--- src/rtl/assert_macros.svh ---
// Assertion macros for the RTL files; ckf_back includes them.
`ifndef ASSERT_MACROS_SVH
`define ASSERT_MACROS_SVH
`ifndef NO_ASSERTIONS
// Checked at every rising edge outside reset.
`define CKF_ASSERT(lbl, prop, msg) \
  lbl: assert property (@(posedge clk_i) disable iff (!rst_ni) prop) else $error(msg);
// Checked at every rising edge, reset included.
`define CKF_ASSERT_ALWAYS(lbl, prop, msg) \
  lbl: assert property (@(posedge clk_i) prop) else $error(msg);
`else
`define CKF_ASSERT(lbl, prop, msg)
`define CKF_ASSERT_ALWAYS(lbl, prop, msg)
`endif
`endif

--- src/rtl/ckf_pkg.sv ---
`timescale 1ns / 1ps
// ----------------------------------------------------------------------------
// ckf_pkg: shared types and constants
// Command format, action codes, state encodings and day wrap helpers for the interpolator.
// ----------------------------------------------------------------------------
package ckf_pkg;

  localparam int MAX_KEYS_DEF = 16;
  localparam int NUM_CH       = 16;
  localparam int FIFO_DEPTH   = 2;
  localparam logic [15:0] DAY_UNITS = 16'd49152;
  localparam logic [3:0]  LAST_CH   = 4'd15;

  // Input action codes.
  typedef enum logic [1:0] {
    ACT_HOUR  = 2'd0,
    ACT_CHAN  = 2'd1,
    ACT_QUERY = 2'd2
  } action_e;

  // Command kinds passed from front to back.
  typedef enum logic [1:0] {
    CMD_HOUR  = 2'd0,
    CMD_CHAN  = 2'd1,
    CMD_QUERY = 2'd2
  } cmd_kind_e;

  typedef struct packed {
    cmd_kind_e   kind;
    logic [3:0]  key_index;
    logic [3:0]  channel_index;
    logic [15:0] value;
  } cmd_t;

  typedef enum logic [3:0] {
    S_IDLE,
    S_SCAN_RD,
    S_SCAN_EV,
    S_SEL,
    S_DIV,
    S_CH_RDA,
    S_CH_RDB,
    S_CH_MUL,
    S_CH_OUT
  } back_state_e;

  // Reduce an hour value modulo one day.
  function automatic logic [15:0] wrap_day(logic [15:0] v);
    return (v >= DAY_UNITS) ? (v - DAY_UNITS) : v;
  endfunction

  // Difference of two wrapped hours, modulo one day.
  function automatic logic [15:0] day_diff(logic [15:0] a, logic [15:0] b);
    return (a >= b) ? (a - b) : (a + DAY_UNITS - b);
  endfunction

endpackage

--- src/rtl/ckf_front.sv ---
`timescale 1ns / 1ps
// ----------------------------------------------------------------------------
// ckf_front: input classifier
// Accepts input items, drops those without effect, wraps query hours and
// turns the rest into commands for the queue.
// ----------------------------------------------------------------------------
module ckf_front #(
  parameter int MaxKeys = ckf_pkg::MAX_KEYS_DEF
) (
  input  logic          s_axis_tvalid,
  output logic          s_axis_tready,
  input  logic [1:0]    s_axis_tuser,
  input  logic [39:0]   s_axis_tdata,
  input  logic          q_full_i,
  output logic          q_push_o,
  output ckf_pkg::cmd_t q_cmd_o
);

  logic [3:0]  key_index;
  logic [3:0]  channel_index;
  logic [15:0] key_value;
  logic [15:0] query_hour;
  logic        keep;

  assign key_index     = s_axis_tdata[3:0];
  assign channel_index = s_axis_tdata[7:4];
  assign key_value     = s_axis_tdata[23:8];
  assign query_hour    = s_axis_tdata[39:24];

  assign s_axis_tready = !q_full_i;

  // Classify the item and build its command.
  always_comb begin
    keep                  = 1'b0;
    q_cmd_o.kind          = ckf_pkg::CMD_QUERY;
    q_cmd_o.key_index     = key_index;
    q_cmd_o.channel_index = channel_index;
    q_cmd_o.value         = key_value;
    unique case (s_axis_tuser)
      ckf_pkg::ACT_HOUR: begin
        keep         = (32'(key_index) < MaxKeys);
        q_cmd_o.kind = ckf_pkg::CMD_HOUR;
      end
      ckf_pkg::ACT_CHAN: begin
        keep         = (32'(key_index) < MaxKeys);
        q_cmd_o.kind = ckf_pkg::CMD_CHAN;
      end
      ckf_pkg::ACT_QUERY: begin
        keep          = 1'b1;
        q_cmd_o.value = ckf_pkg::wrap_day(query_hour);
      end
      default: keep = 1'b0;
    endcase
  end

  assign q_push_o = s_axis_tvalid && s_axis_tready && keep;

endmodule

--- config.mk ---
export PLATFORM = sky130hd
export DESIGN_NAME = ckf_front
export DESIGN_NICKNAME = d
export VERILOG_FILES = /design/src/rtl/assert_macros.svh /design/src/rtl/ckf_pkg.sv /design/src/rtl/ckf_front.sv
export SDC_FILE = /design/constraint.sdc
export NUM_CORES = 1
export LEC_CHECK = 0
export ABC_AREA = 1
export BUFFER_PORTS_ARGS = -buffer_cell sky130_fd_sc_hd__buf_2
export CAP_MARGIN = 10
export CORE_AREA = 8 8 45 47
export DETAILED_ROUTE_END_ITERATION = 16
export DIE_AREA = 0 0 53 55
export PLACE_DENSITY = 0.86
export SYNTH_ARGS = -nofsm -noshare
export SYNTH_HDL_FRONTEND = slang
export SYNTH_SLANG_ARGS = --single-unit
--- constraint.sdc ---
create_clock -name vclk -period 0.8
set_input_delay 0.08 -clock vclk [all_inputs]
set_output_delay 0.08 -clock vclk [all_outputs]
set_load 0.005 [all_outputs]
After elaboration in Yosys (flattened, before gate mapping). Cells that the tools add are included.

Output and inout port bits: 28. Bits in registers: 0. Logic and storage cells: 13.

Add/subtract/negate cells: 1. Order comparisons: 1. Equality and inequality tests: 2. Mux-type cells: 4. Reductions and logical operators: 5.

Operators by type and width (count): $mux W16 (2); $ge A16 B16 Y1 const B (1); $sub A16 B16 Y16 const B (1); $pmux W2 S2 (1); $reduce_or A3 Y1 (1); $eq A2 B1 Y1 const B (1); $eq A2 B2 Y1 const B (1); $logic_and A1 B1 Y1 (2); $logic_not A2 Y1 (1); $logic_not A1 Y1 (1); $mux W1 (1).

Logic depth before layout (Yosys ltp).
Depth after elaboration: 4. Mapped depth: 5.

Least setup slack after synthesis. OpenSTA, ideal clock, no wires.

Kind: input port to output port. Start: input s_axis_tuser[0]. End: output q_cmd_o[0] (netlist name). Arrival: 519 ps. Buffers on the path: 1. Required time: 720 ps. Setup slack: 201 ps. Stages: 5. Path through: inv_1 > nand2_2 > buf_2 > nand2_1 > nand2_1.

RTL lines: from (decl) (line ckf_front.sv:12) `input logic [1:0] s_axis_tuser,`; to (decl) (line ckf_front.sv:16) `output ckf_pkg::cmd_t q_cmd_o`.

==> impl_metrics.ini <==
[run_status]
run_status = finished clean

[timing]
max_clock_freq_mhz = 1328
hold_slack_ns = 0.1600
final.setup.tns_ns = 0
rsz0062_at_grt = yes
finalMaxSlewViolations = 0
fin_crit_sh_pct = 94.15
finalSetupViolCount = 0
slew_headroom_pct = 92.78
finalHoldViolCount = 0
worst_pin_slew_ns = 0.1082
layout_min_cycle_time_ns = 0.7532
layout_setup_ws_ns = 0.04684

[hold_path]
hold_path.class = input pin to primary output

[job]
max_cap_violations = 0

[placement]
hpwlAfterDp_um = 1221
place_congestion = 0.6851
io_buffer_count = 56
placed_cell_area_um2 = 566.8
place_inst = 136
place_ws_ns = -0.05107

[floorplanning]
die_x_um = 53
coreArea_mm2 = 0.001384
dieArea_mm2 = 0.002915
placementRows = 14
boundaryPins = 72
start_util_pct = 22.60
die_h_um = 55

[logic_synthesis]
synth_cell_types = 10
synthesis.nets = 115
netlist_instances = 71
syn-cell-area_um2 = 312.8
synth_warnings = 0
yosysSeqAreaShare_pct = 0
syn_area_per_cell_um2 = 4.406

[finish]
seqCellArea_um2 = 0
diodes = 0
utilization_pct = 47.29
clock_buffers = 0
nets = 168
final_cells = 138
area_delta_synth_final_pct = 109.2
drive_above_1_share_pct = 59.84
seq_cells = 0
final_area_um2 = 654.4

[global_route]
track_usage_pct = 9.264
first_global_vias = 580
gr-total-overflow = 0
grt_first_pass_wirelength_um = 2208
grt_max_degree = 17
antenna_found_initial = 0

[pwr]
leakagePower_nw = 0.4578
power_uw = 342.7
ir_drop_mv = 0.2646
p_per_area_mw_per_mm2 = 523.7

[critical_path]
worst_path_most_repeated_cell = nand2_1
path_class = input pin to primary output
crit_chain = buf_12 > inv_4 > nor2_4 > buf_6 > nand2_1 > nand2_1 > buf_2
end_kind = primary output
cpMaxStageDelayCell = buf_6
startpoint_type = input pin
worst-path-max-fanout = 8
worstPathArrival_ns = 0.67
worstPathRequired_ns = 0.72
critPathMaxStageDelay_ns = 0.15

[detailed_routing]
num_vias = 560
met2WireLength_um = 694
drtIter0Drc = 1
route.met3.wl_um = 203
viasPerCell = 4.058
remaining_drc_errors = 0
drt_pass1_iterations = 2
top_layer_used = met4
drtAntennaViolNets = 0
wl_per_cell_um = 10.96
wl_um = 1513
met1_length_um = 609

[cts]
cts_hold_buf = 0
==> what timing repair did <==
action	4_1_cts	5_1_grt
endpoints found under the hold margin	0	0
setup endpoints to repair	16	16
resized for setup	4	17
buffers inserted	0	1
pin swaps	0	5
gates cloned	0	1
==> final cells by class <==
| class | count | area, µm² |
|---|---|---|
| fill | 128 | 729.5 |
| timing repair buffer | 61 | 359.1 |
| multi-input combinational | 56 | 251.5 |
| inverter | 5 | 23.77 |
| tap | 16 | 20.02 |
==> logic make-up (layout without fill, tap and decap cells) <==
group	count (synthesis)	in the layout	share of synthesized area (%)
compound gates	1	1	1.598
simple gates	54	55	68.00
buf+inv	16	66	30.39
==> power by group <==
| part | internal [mW] | leakage [nW] | switching, mW |
|---|---|---|---|
| sequential | 0 | 0 | 0 |
| combinational | 0.190 | 0.458 | 0.153 |
| clock | 0 | 0 | 0 |
==> per-layer routing <==
| metal | vias to the layer above | global-route usage (%) |
|---|---|---|
| met3 | 2 | 3.476 |
| met2 | 39 | 17.19 |
| met5 | - | 0 |
| met4 | 0 | 0.8621 |
| li1 | 302 | - |
| met1 | 217 | 10.11 |
==> path summary, 6_finish.rpt <==
path  cells after the start       startpoint          end
min                       0  s_axis_tdata[2]  q_cmd_o[22]
max                       7  s_axis_tuser[1]   q_cmd_o[7]
==> synth_stat cells <==
cell type	number	area, µm²
clkbuf_1	1	3.750
a21oi_1	1	5.000
buf_2	1	5.000
nor2_1	3	11.26
nand2_2	1	6.260
buf_4	9	67.56
nand2_1	49	183.9
inv_1	4	15.01
nor2_4	1	11.26
inv_2	1	3.750
==> cells in the final DEF, fill, tap and decap left out, drive strengths merged <==
cell / n
a21oi: 1
buf: 61
nor2: 4
inv: 5
nand2: 51
==> worst max-delay path: cells and delay by family <==
kind | cells | cell delay [ns]
buffers and inverters | 4 | 0.37
and+or+nand+nor | 3 | 0.22
Note: power is estimated with default switching activity, not from simulation.
