<file path="src/rtl/assert_macros.svh">
// Assertion macros for the RTL files; ckf_back includes them.
`ifndef ASSERT_MACROS_SVH
`define ASSERT_MACROS_SVH
`ifndef NO_ASSERTIONS
// Checked at every rising edge outside reset.
`define CKF_ASSERT(lbl, prop, msg) \
  lbl: assert property (@(posedge clk_i) disable iff (!rst_ni) prop) else $error(msg);
// Checked at every rising edge, reset included.
`define CKF_ASSERT_ALWAYS(lbl, prop, msg) \
  lbl: assert property (@(posedge clk_i) prop) else $error(msg);
`else
`define CKF_ASSERT(lbl, prop, msg)
`define CKF_ASSERT_ALWAYS(lbl, prop, msg)
`endif
`endif

</file>
<file path="src/rtl/ckf_pkg.sv">
`timescale 1ns / 1ps
// ----------------------------------------------------------------------------
// ckf_pkg: shared types and constants
// Command format, action codes, state encodings and day wrap helpers for the interpolator.
// ----------------------------------------------------------------------------
package ckf_pkg;

  localparam int MAX_KEYS_DEF = 16;
  localparam int NUM_CH       = 16;
  localparam int FIFO_DEPTH   = 2;
  localparam logic [15:0] DAY_UNITS = 16'd49152;
  localparam logic [3:0]  LAST_CH   = 4'd15;

  // Input action codes.
  typedef enum logic [1:0] {
    ACT_HOUR  = 2'd0,
    ACT_CHAN  = 2'd1,
    ACT_QUERY = 2'd2
  } action_e;

  // Command kinds passed from front to back.
  typedef enum logic [1:0] {
    CMD_HOUR  = 2'd0,
    CMD_CHAN  = 2'd1,
    CMD_QUERY = 2'd2
  } cmd_kind_e;

  typedef struct packed {
    cmd_kind_e   kind;
    logic [3:0]  key_index;
    logic [3:0]  channel_index;
    logic [15:0] value;
  } cmd_t;

  typedef enum logic [3:0] {
    S_IDLE,
    S_SCAN_RD,
    S_SCAN_EV,
    S_SEL,
    S_DIV,
    S_CH_RDA,
    S_CH_RDB,
    S_CH_MUL,
    S_CH_OUT
  } back_state_e;

  // Reduce an hour value modulo one day.
  function automatic logic [15:0] wrap_day(logic [15:0] v);
    return (v >= DAY_UNITS) ? (v - DAY_UNITS) : v;
  endfunction

  // Difference of two wrapped hours, modulo one day.
  function automatic logic [15:0] day_diff(logic [15:0] a, logic [15:0] b);
    return (a >= b) ? (a - b) : (a + DAY_UNITS - b);
  endfunction

endpackage

</file>
<file path="src/rtl/ckf_fifo.sv">
`timescale 1ns / 1ps
// ----------------------------------------------------------------------------
// ckf_fifo: command queue
// Short register queue that lets the front and back stall independently.
// ----------------------------------------------------------------------------
module ckf_fifo #(
  parameter int Depth = ckf_pkg::FIFO_DEPTH
) (
  input  logic          clk_i,
  input  logic          rst_ni,
  input  logic          push_i,
  input  ckf_pkg::cmd_t cmd_i,
  output logic          full_o,
  input  logic          pop_i,
  output ckf_pkg::cmd_t cmd_o,
  output logic          empty_o
);

  localparam int PW = (Depth > 1) ? $clog2(Depth) : 1;
  localparam int CW = $clog2(Depth + 1);

  ckf_pkg::cmd_t  mem_q [Depth];
  logic [PW-1:0]  wr_q, wr_d, rd_q, rd_d;
  logic [CW-1:0]  cnt_q, cnt_d;

  assign full_o  = (32'(cnt_q) == Depth);
  assign empty_o = (cnt_q == '0);
  assign cmd_o   = mem_q[rd_q];

  // Pointer and fill count update.
  always_comb begin
    wr_d  = wr_q;
    rd_d  = rd_q;
    cnt_d = cnt_q;
    if (push_i) begin
      wr_d = (32'(wr_q) == Depth - 1) ? '0 : wr_q + 1'b1;
    end
    if (pop_i) begin
      rd_d = (32'(rd_q) == Depth - 1) ? '0 : rd_q + 1'b1;
    end
    if (push_i && !pop_i) begin
      cnt_d = cnt_q + 1'b1;
    end else if (!push_i && pop_i) begin
      cnt_d = cnt_q - 1'b1;
    end
  end

  always_ff @(posedge clk_i or negedge rst_ni) begin
    if (!rst_ni) begin
      wr_q  <= '0;
      rd_q  <= '0;
      cnt_q <= '0;
    end else begin
      wr_q  <= wr_d;
      rd_q  <= rd_d;
      cnt_q <= cnt_d;
    end
  end

  // Entry storage.
  always_ff @(posedge clk_i) begin
    if (push_i) begin
      mem_q[wr_q] <= cmd_i;
    end
  end

endmodule

</file>
<file path="config.mk">
export PLATFORM = sky130hd
export DESIGN_NAME = ckf_fifo
export DESIGN_NICKNAME = d
export VERILOG_FILES = /design/src/rtl/assert_macros.svh /design/src/rtl/ckf_pkg.sv /design/src/rtl/ckf_fifo.sv
export SDC_FILE = /design/constraint.sdc
export NUM_CORES = 1
export LEC_CHECK = 0
export ABC_AREA = 1
export BUFFER_PORTS_ARGS = -buffer_cell sky130_fd_sc_hd__buf_4
export CAP_MARGIN = 10
export CORE_UTILIZATION = 46
export CTS_CLUSTER_DIAMETER = 40
export DETAILED_ROUTE_END_ITERATION = 10
export GPL_ROUTABILITY_DRIVEN = 0
export PLACE_DENSITY = 0.74
export SLEW_MARGIN = 20
export SYNTH_ARGS = -nofsm -noshare
export SYNTH_HDL_FRONTEND = slang
export SYNTH_SLANG_ARGS = --single-unit
</file>
<file path="constraint.sdc">
create_clock -name clk_i -period 1.8 [get_ports clk_i]
set_input_delay 0.36 -clock clk_i [delete_from_list [all_inputs] [get_ports clk_i]]
set_output_delay 0.36 -clock clk_i [all_outputs]
set_load 0.01 [all_outputs]
</file>
Word level (Yosys, flattened, before mapping)
Memory sizes are Yosys's and may differ from the RTL's.
Index checks and enable logic that the tools add are counted.
{ "op_classes": {"n_eq_ne": 1, "muxes": 6, "add_sub_neg": 4, "n_reduce_logical": 6} }
{ "op_table": {"columns": ["op", "count"], "rows": [
  ["1-bit 2-to-1 mux", 4],
  ["2-bit 2-to-1 mux", 2],
  ["1-bit adder, second input constant", 2],
  ["2-bit by 1-bit adder with 2-bit output, second input constant", 1],
  ["2-bit equality test, second input constant", 1],
  ["1-bit logical AND", 2],
  ["1-bit logical NOT", 2],
  ["2-bit logical NOT", 1],
  ["2-bit nonzero test", 1],
  ["2-bit by 1-bit subtractor with 2-bit output, second input constant", 1]
]} }
{ "totals": {"n_memories": 1, "ram_bits": 52, "ff_bits": 4, "output_inout_bits": 28} }
{ "memory_table": {"columns": ["name", "depth", "width", "read_ports", "rd_ports_with_merged_regs", "write_ports", "line", "text"], "rows": [
  ["mem_q", 2, 26, 1, 0, 1, "ckf_fifo.sv:22", "ckf_pkg::cmd_t mem_q [Depth];"]
]} }

Longest topological paths before layout
Gate-level depths: netlist of run 1.
{ "logic_depth": {"word_depth": 4, "mapped_depth": 7, "mapped_depth_nobuf": 7} }

Worst setup path before layout of run 1
Ideal clock, no wire load.
{ "synth_path": {"kind": "flip-flop to flip-flop", "from": "reg wr_q", "to": "mem mem_q[0][0] in the netlist's numbering, enable pin", "stages_incl_launch_ff": 2, "setup_time_ns": 0.409, "arrival_ns": 1.517, "path_slack_ns": -0.126, "path_cell_list": "dfrtp_1 -> nor2_1"} }
{ "synth_rtl": {"columns": ["element", "line", "text"], "rows": [
  ["start: declaration", "ckf_fifo.sv:23", "logic [PW-1:0] wr_q, wr_d, rd_q, rd_d;"],
  ["start signal: assignment", "ckf_fifo.sv:54", "wr_q <= wr_d;"],
  ["end: declaration", "ckf_fifo.sv:22", null]
]} }
Straight into the memory's write port.

==> results of run 1 <==
==> what timing repair did <==
| item | 4_1_cts | 5_1_grt |
|---|---|---|
| endpoints found under the hold margin | 4 | 0 |
| gates resized for setup | 1 | 5 |
| endpoints found under the setup margin | 10 | 16 |
| hold buffers | 1 | 0 |
==> state kept, by name (all words and copies together) (netlist names) <==
register	count
mem_q	52
cnt_q	2
rd_q	1
wr_q	1
==> worst register-to-register path, delay by kind of cell (launching register included) <==
family        cells  cell delay, ns
simple gates      1            0.06
flops             1            0.40
buf+inv           2            0.52
==> cell type report <==
cell class              instances  area, um^2
repair buffers                 65         515
multi-input cells              40         454
fillers                       327        1600
clock buffers                   6        82.6
well taps                      52        65.1
clock inverters                 2        38.8
flip-flops and latches         56        1660
inverters                       7        26.3
==> stage by stage <==
stage               hold slack, ns  std cells   util  TNS (ns)  setup WS [ns]
floorplan                   0.0644        106      -         0          0.294
global placement             0.160        219  0.606         0          0.323
detailed placement           0.162        219  0.606         0          0.314
CTS                          0.223        228  0.636         0       0.000399
global route                 0.218        228  0.640   -0.0252        -0.0110
finish                       0.232        228  0.640         0         0.0416
==> worst max path at each step <==
stage | from | end | slack [ns] | cells past startpoint
2_1_floorplan | wr_q | mem_q[0][0] | 0.29 | 1
3_3_place_gp | rd_q | cmd_o[25] | 0.32 | 3
3_5_place_dp | rd_q | cmd_o[25] | 0.31 | 3
4_1_cts | rd_q | cmd_o[25] | 0.0004 | 3
5_1_grt | rd_q | cmd_o[10] | -0.01 | 3
6_report | rd_q | cmd_o[11] | 0.04 | 3
==> placed cells by master (no fill, tap or decap) <==
cell type      count
buf_4             62
edfxtp_1          52
mux2_4            21
inv_1              7
clkbuf_8           6
mux2_2             5
nand2_1            5
dfrtp_1            3
nor2_1             2
xor2_1             2
buf_12             2
nor2_2             1
xnor2_1            1
nand3_1            1
nand4_1            1
ha_1               1
clkinv_4           1
bufinv_16          1
dlygate4sd3_1      1
dfrtp_2            1
==> metal layers <==
layer,global-route usage,vias up,share of wire
met3,0.0499,2,0.062
met2,0.250,40,0.52
met1,0.165,536,0.41
li1,-,529,-
met4,0.0533,0,0.0042
met5,0,-,0
==> cell families (layout without fill, tap and decap cells) <==
kind of cell,count (synthesis),in the layout,share of synthesized area
XOR/XNOR,3,3,0.0120
adder cells (fa/ha/maj),1,1,0.00573
flip-flops,56,56,0.761
buffers and inverters,10,80,0.0355
multiplexers,26,26,0.167
AND/OR/NAND/NOR,10,10,0.0189
==> report_power, final <==
group          internal [mW]  total, mW  leakage, nW  switching [mW]
Sequential              1.74       1.84        0.534           0.106
Clock                  0.455      0.825       0.0614           0.370
Combinational          0.905       1.57        0.593           0.661
Total                   3.10       4.23         1.19            1.14
==> impl_metrics.tcl, run 1 <==
set metrics [dict create \
    portBuffers 57 \
    fmax_mhz 569 \
    htreeDepth 2 \
    grt_pass1_wl_mm 5.40 \
    routedWlPerCell_um 14.5 \
    antenna_found_initial 0 \
    synth_nets 137 \
    synth_edf_count 52 \
    routed_wl_mm 3.30 \
    finalCritPeriodShare 0.977 \
    period_needed_ns 1.76 \
    drc 8 \
    grt_usage 0.144 \
    synthTopCellsByCount "edfxtp_1 (52), mux2_4 (19), inv_1 (7), mux2_2 (7), nand2_1 (5)" \
    r2r_cells 3 \
    slowest_delay_ns 0.42 \
    yosys-top-cells-area "edfxtp_1 (72%), mux2_4 (13%), dfrtp_1 (4.6%)" \
    cp.required_ns 1.44 \
    ir_drop_uv 674 \
    drive_above_1_share 0.568 \
    skew_ns 0.0114 \
    endpoint_kind "primary output" \
    synth_seq_cells 56 \
    setup_viol 0 \
    clockBufferDepth 2 \
    coreArea_um2 4440 \
    die_y_um 70.9 \
    vias 1107 \
    ant_nets 0 \
    r2r-start "wr_q" \
    power_mw 4.23 \
    hold_viol 0 \
    cp_num_buf_inv 2 \
    cp_top_family "flip-flops" \
    drv_cap 0 \
    grt_pass1_vias 1197 \
    worstHoldEndpoint "rd_q" \
    async_reset_ff_frac 0.0714 \
    initial_core_util 0.491 \
    fin_nets 206 \
    yosys.area.top_type "edfxtp_1" \
    timing.rr.end "mem_q[1][10]" \
    syn_area_um2 2180 \
    yosysMostFrequentCell "edfxtp_1" \
    path_clk_slew_ns 0.10 \
    synth_flop_cell "edfxtp_1" \
    yosysWarningCount 0 \
    p_leak_nw 1.19 \
    firstDrtPassIters 7 \
    finalInstanceArea_um2 2850 \
    synthCells 106 \
    failed_checks "DRC" \
    placed_cell_area_um2 2690 \
    ys_types 14 \
    postCtsSetupRepairBufs 0 \
    die_x_um 70.9 \
    via_per_inst 4.86 \
    yosysTopAreaCellShare 0.715 \
    clk-insertion-delay-late_ns 0.30 \
    die-area_um2 5030 \
    crit_fanout 16 \
    yosysSeqAreaShare 0.761 \
    power_density_nw_per_um2 1490 \
    hpwl_mm 2.36 \
    crit_type "flip-flop to primary output" \
    numCtsBuffers 5 \
    critPathSlowestCell "dfrtp_2" \
    num_rows 24 \
    num_antenna_cells 0 \
    tightest_slew_ns 0.347 \
    drv_slew 0 \
    grt_max_degree 18 \
    whs_path_depth 2 \
    io_pins 58 \
    cts_tree "done" \
    cts_sinks 56 \
    max_slew_margin 0.769 \
    hp-start "pop_i" \
    cts-root-buf "clkbuf_8" \
    status "finished with violations" \
    reg2reg_slack_ns 0.54 \
    area_growth_pct 30.3 \
    hold_path.class "input port to flip-flop" \
    drtIter0Drc 61 \
    rsz0062_at_grt "true" \
    startpoint_type "flip-flop" \
    grt_overflow_total 0 \
    syn_area_per_cell_um2 20.6 \
    arrival_ns 1.40 \
    crit_chain "buf_12 -> mux2_2 -> buf_4" \
]
Power figures use the tool's default switching activity.
==> run 2: changes to the inputs <==
--- a/config.mk
+++ b/config.mk
@@ -12,8 +12,8 @@
 export CTS_CLUSTER_DIAMETER = 40
 export DETAILED_ROUTE_END_ITERATION = 10
 export GPL_ROUTABILITY_DRIVEN = 0
-export PLACE_DENSITY = 0.74
-export SLEW_MARGIN = 20
+export PLACE_DENSITY = 0.83
+export SLEW_MARGIN = 15
 export SYNTH_ARGS = -nofsm -noshare
 export SYNTH_HDL_FRONTEND = slang
 export SYNTH_SLANG_ARGS = --single-unit
==> impl_metrics.tcl, run 2 (synthesis gave the netlist of run 1 again) <==
set metrics [dict create \
    power_density_nw_per_um2 1490 \
    status "completed" \
    grt_pass1_wl_mm 5.55 \
    io_pins 58 \
    power_mw 4.27 \
    hold_viol 0 \
    crit_type "flip-flop to primary output" \
    vias 1105 \
    cts_tree "done" \
    largest_reg_flops 52 \
    antenna_found_initial 0 \
    finalSetupTns_ns 0 \
    routed_wl_mm 3.41 \
    routedWlPerCell_um 15.0 \
    period_needed_ns 1.76 \
    numCtsBuffers 5 \
    initial_core_util 0.491 \
    crit_fanout 10 \
    ant_nets 0 \
    grt_max_degree 21 \
    coreArea_um2 4440 \
    grt_overflow_total 0 \
    reg.largest.list "mem_q x52, cnt_q x2" \
    ir_drop_uv 728 \
    drive_above_1_share 0.560 \
    place_ws_ns 0.354 \
    htreeDepth 2 \
    finalInstanceArea_um2 2870 \
    slowest_delay_ns 0.46 \
    die-area_um2 5030 \
    path_clk_slew_ns 0.09 \
    rsz0062_at_grt "true" \
    worst_slack_ns 0.0416 \
    drv_slew 0 \
    num_rows 24 \
    cp.required_ns 1.44 \
    drtIter0Drc 77 \
    tightest_slew_ns 0.269 \
    die_x_um 70.9 \
    arrival_ns 1.40 \
    via_per_inst 4.87 \
    final_common_cell "edfxtp_1" \
    startpoint_type "flip-flop" \
    grt_pass1_vias 1218 \
    placed_cell_area_um2 2690 \
    setup_viol 0 \
    hpwl_mm 2.49 \
    clockBufferDepth 2 \
    area_growth_pct 31.6 \
    hold_path.class "input port to flip-flop" \
    firstDrtPassIters 6 \
    endpoint_kind "primary output" \
    postCtsSetupRepairBufs 0 \
    max_slew_margin 0.821 \
    drc 0 \
    fin_nets 206 \
    cts-root-buf "clkbuf_8" \
    finalCritPeriodShare 0.977 \
    clk-insertion-delay-late_ns 0.29 \
    drv_cap 0 \
    regMostFlops "mem_q" \
    crit_chain "buf_12 -> mux2_2 -> buf_4" \
    skew_ns 0.00580 \
    p_leak_nw 1.19 \
    critPathSlowestCell "dfrtp_2" \
    fmax_mhz 569 \
    mostFrequentLayoutCells "edfxtp_1 (52), buf_4 (51), mux2_4 (21)" \
    grt_usage 0.149 \
    portBuffers 57 \
    num_antenna_cells 0 \
    die_y_um 70.9 \
    cts_sinks 56 \
]
[run 2: area by class of cell]
type,instances,area (um^2)
fill,319,1570
timing repair buffer,65,562
clock buffer,6,72.6
inverter,7,26.3
tap,52,65.1
clock inverter,1,30.0
multi-input combinational,40,454
sequential,56,1660
[run 2: repair_timing]
action	CTS	global route
gates resized for setup	0	14
setup endpoints to repair	0	7
hold endpoints to repair	4	0
hold buffers	1	0
[run 2: per-stage QoR]
step / cells / hold WS, ns / util
floorplan: 106 / 0.0644 / -
global placement: 218 / 0.158 / 0.604
CTS: 226 / 0.231 / 0.630
global route: 227 / 0.217 / 0.646
finish: 227 / 0.237 / 0.646
detailed placement: 218 / 0.161 / 0.604
[run 2: layer usage]
metal | GRT usage | share of wire | vias to the layer above
li1 | - | - | 531
met1 | 0.155 | 0.39 | 527
met2 | 0.279 | 0.53 | 40
met3 | 0.0556 | 0.060 | 7
met4 | 0.0467 | 0.012 | 0
met5 | 0 | 0 | -
[run 2: path summary, 6_finish.rpt]
kind	to	slack, ns	cells past startpoint	start
hold reg to reg	wr_q	0.52	1	wr_q
setup reg to reg	mem_q[0][16]	0.63	2	wr_q
min in group asynchronous	cnt_q[1]	0.38	2	rst_ni
max in group asynchronous	rd_q	1.31	2	rst_ni
hold / removal	rd_q	0.24	2	pop_i
setup / recovery	cmd_o[25]	0.04	3	rd_q
[run 2: power by group]
part,total [mW],internal (mW),switching (mW)
clock,0.761,0.408,0.353
sequential,1.85,1.74,0.117
combinational,1.66,0.981,0.675
total,4.27,3.13,1.15
[run 2: critical path: cells and delay by family, from the launching register on]
kind	cells	cell delay [ns]
mux	1	0.33
flops	1	0.46
buf+inv	2	0.30
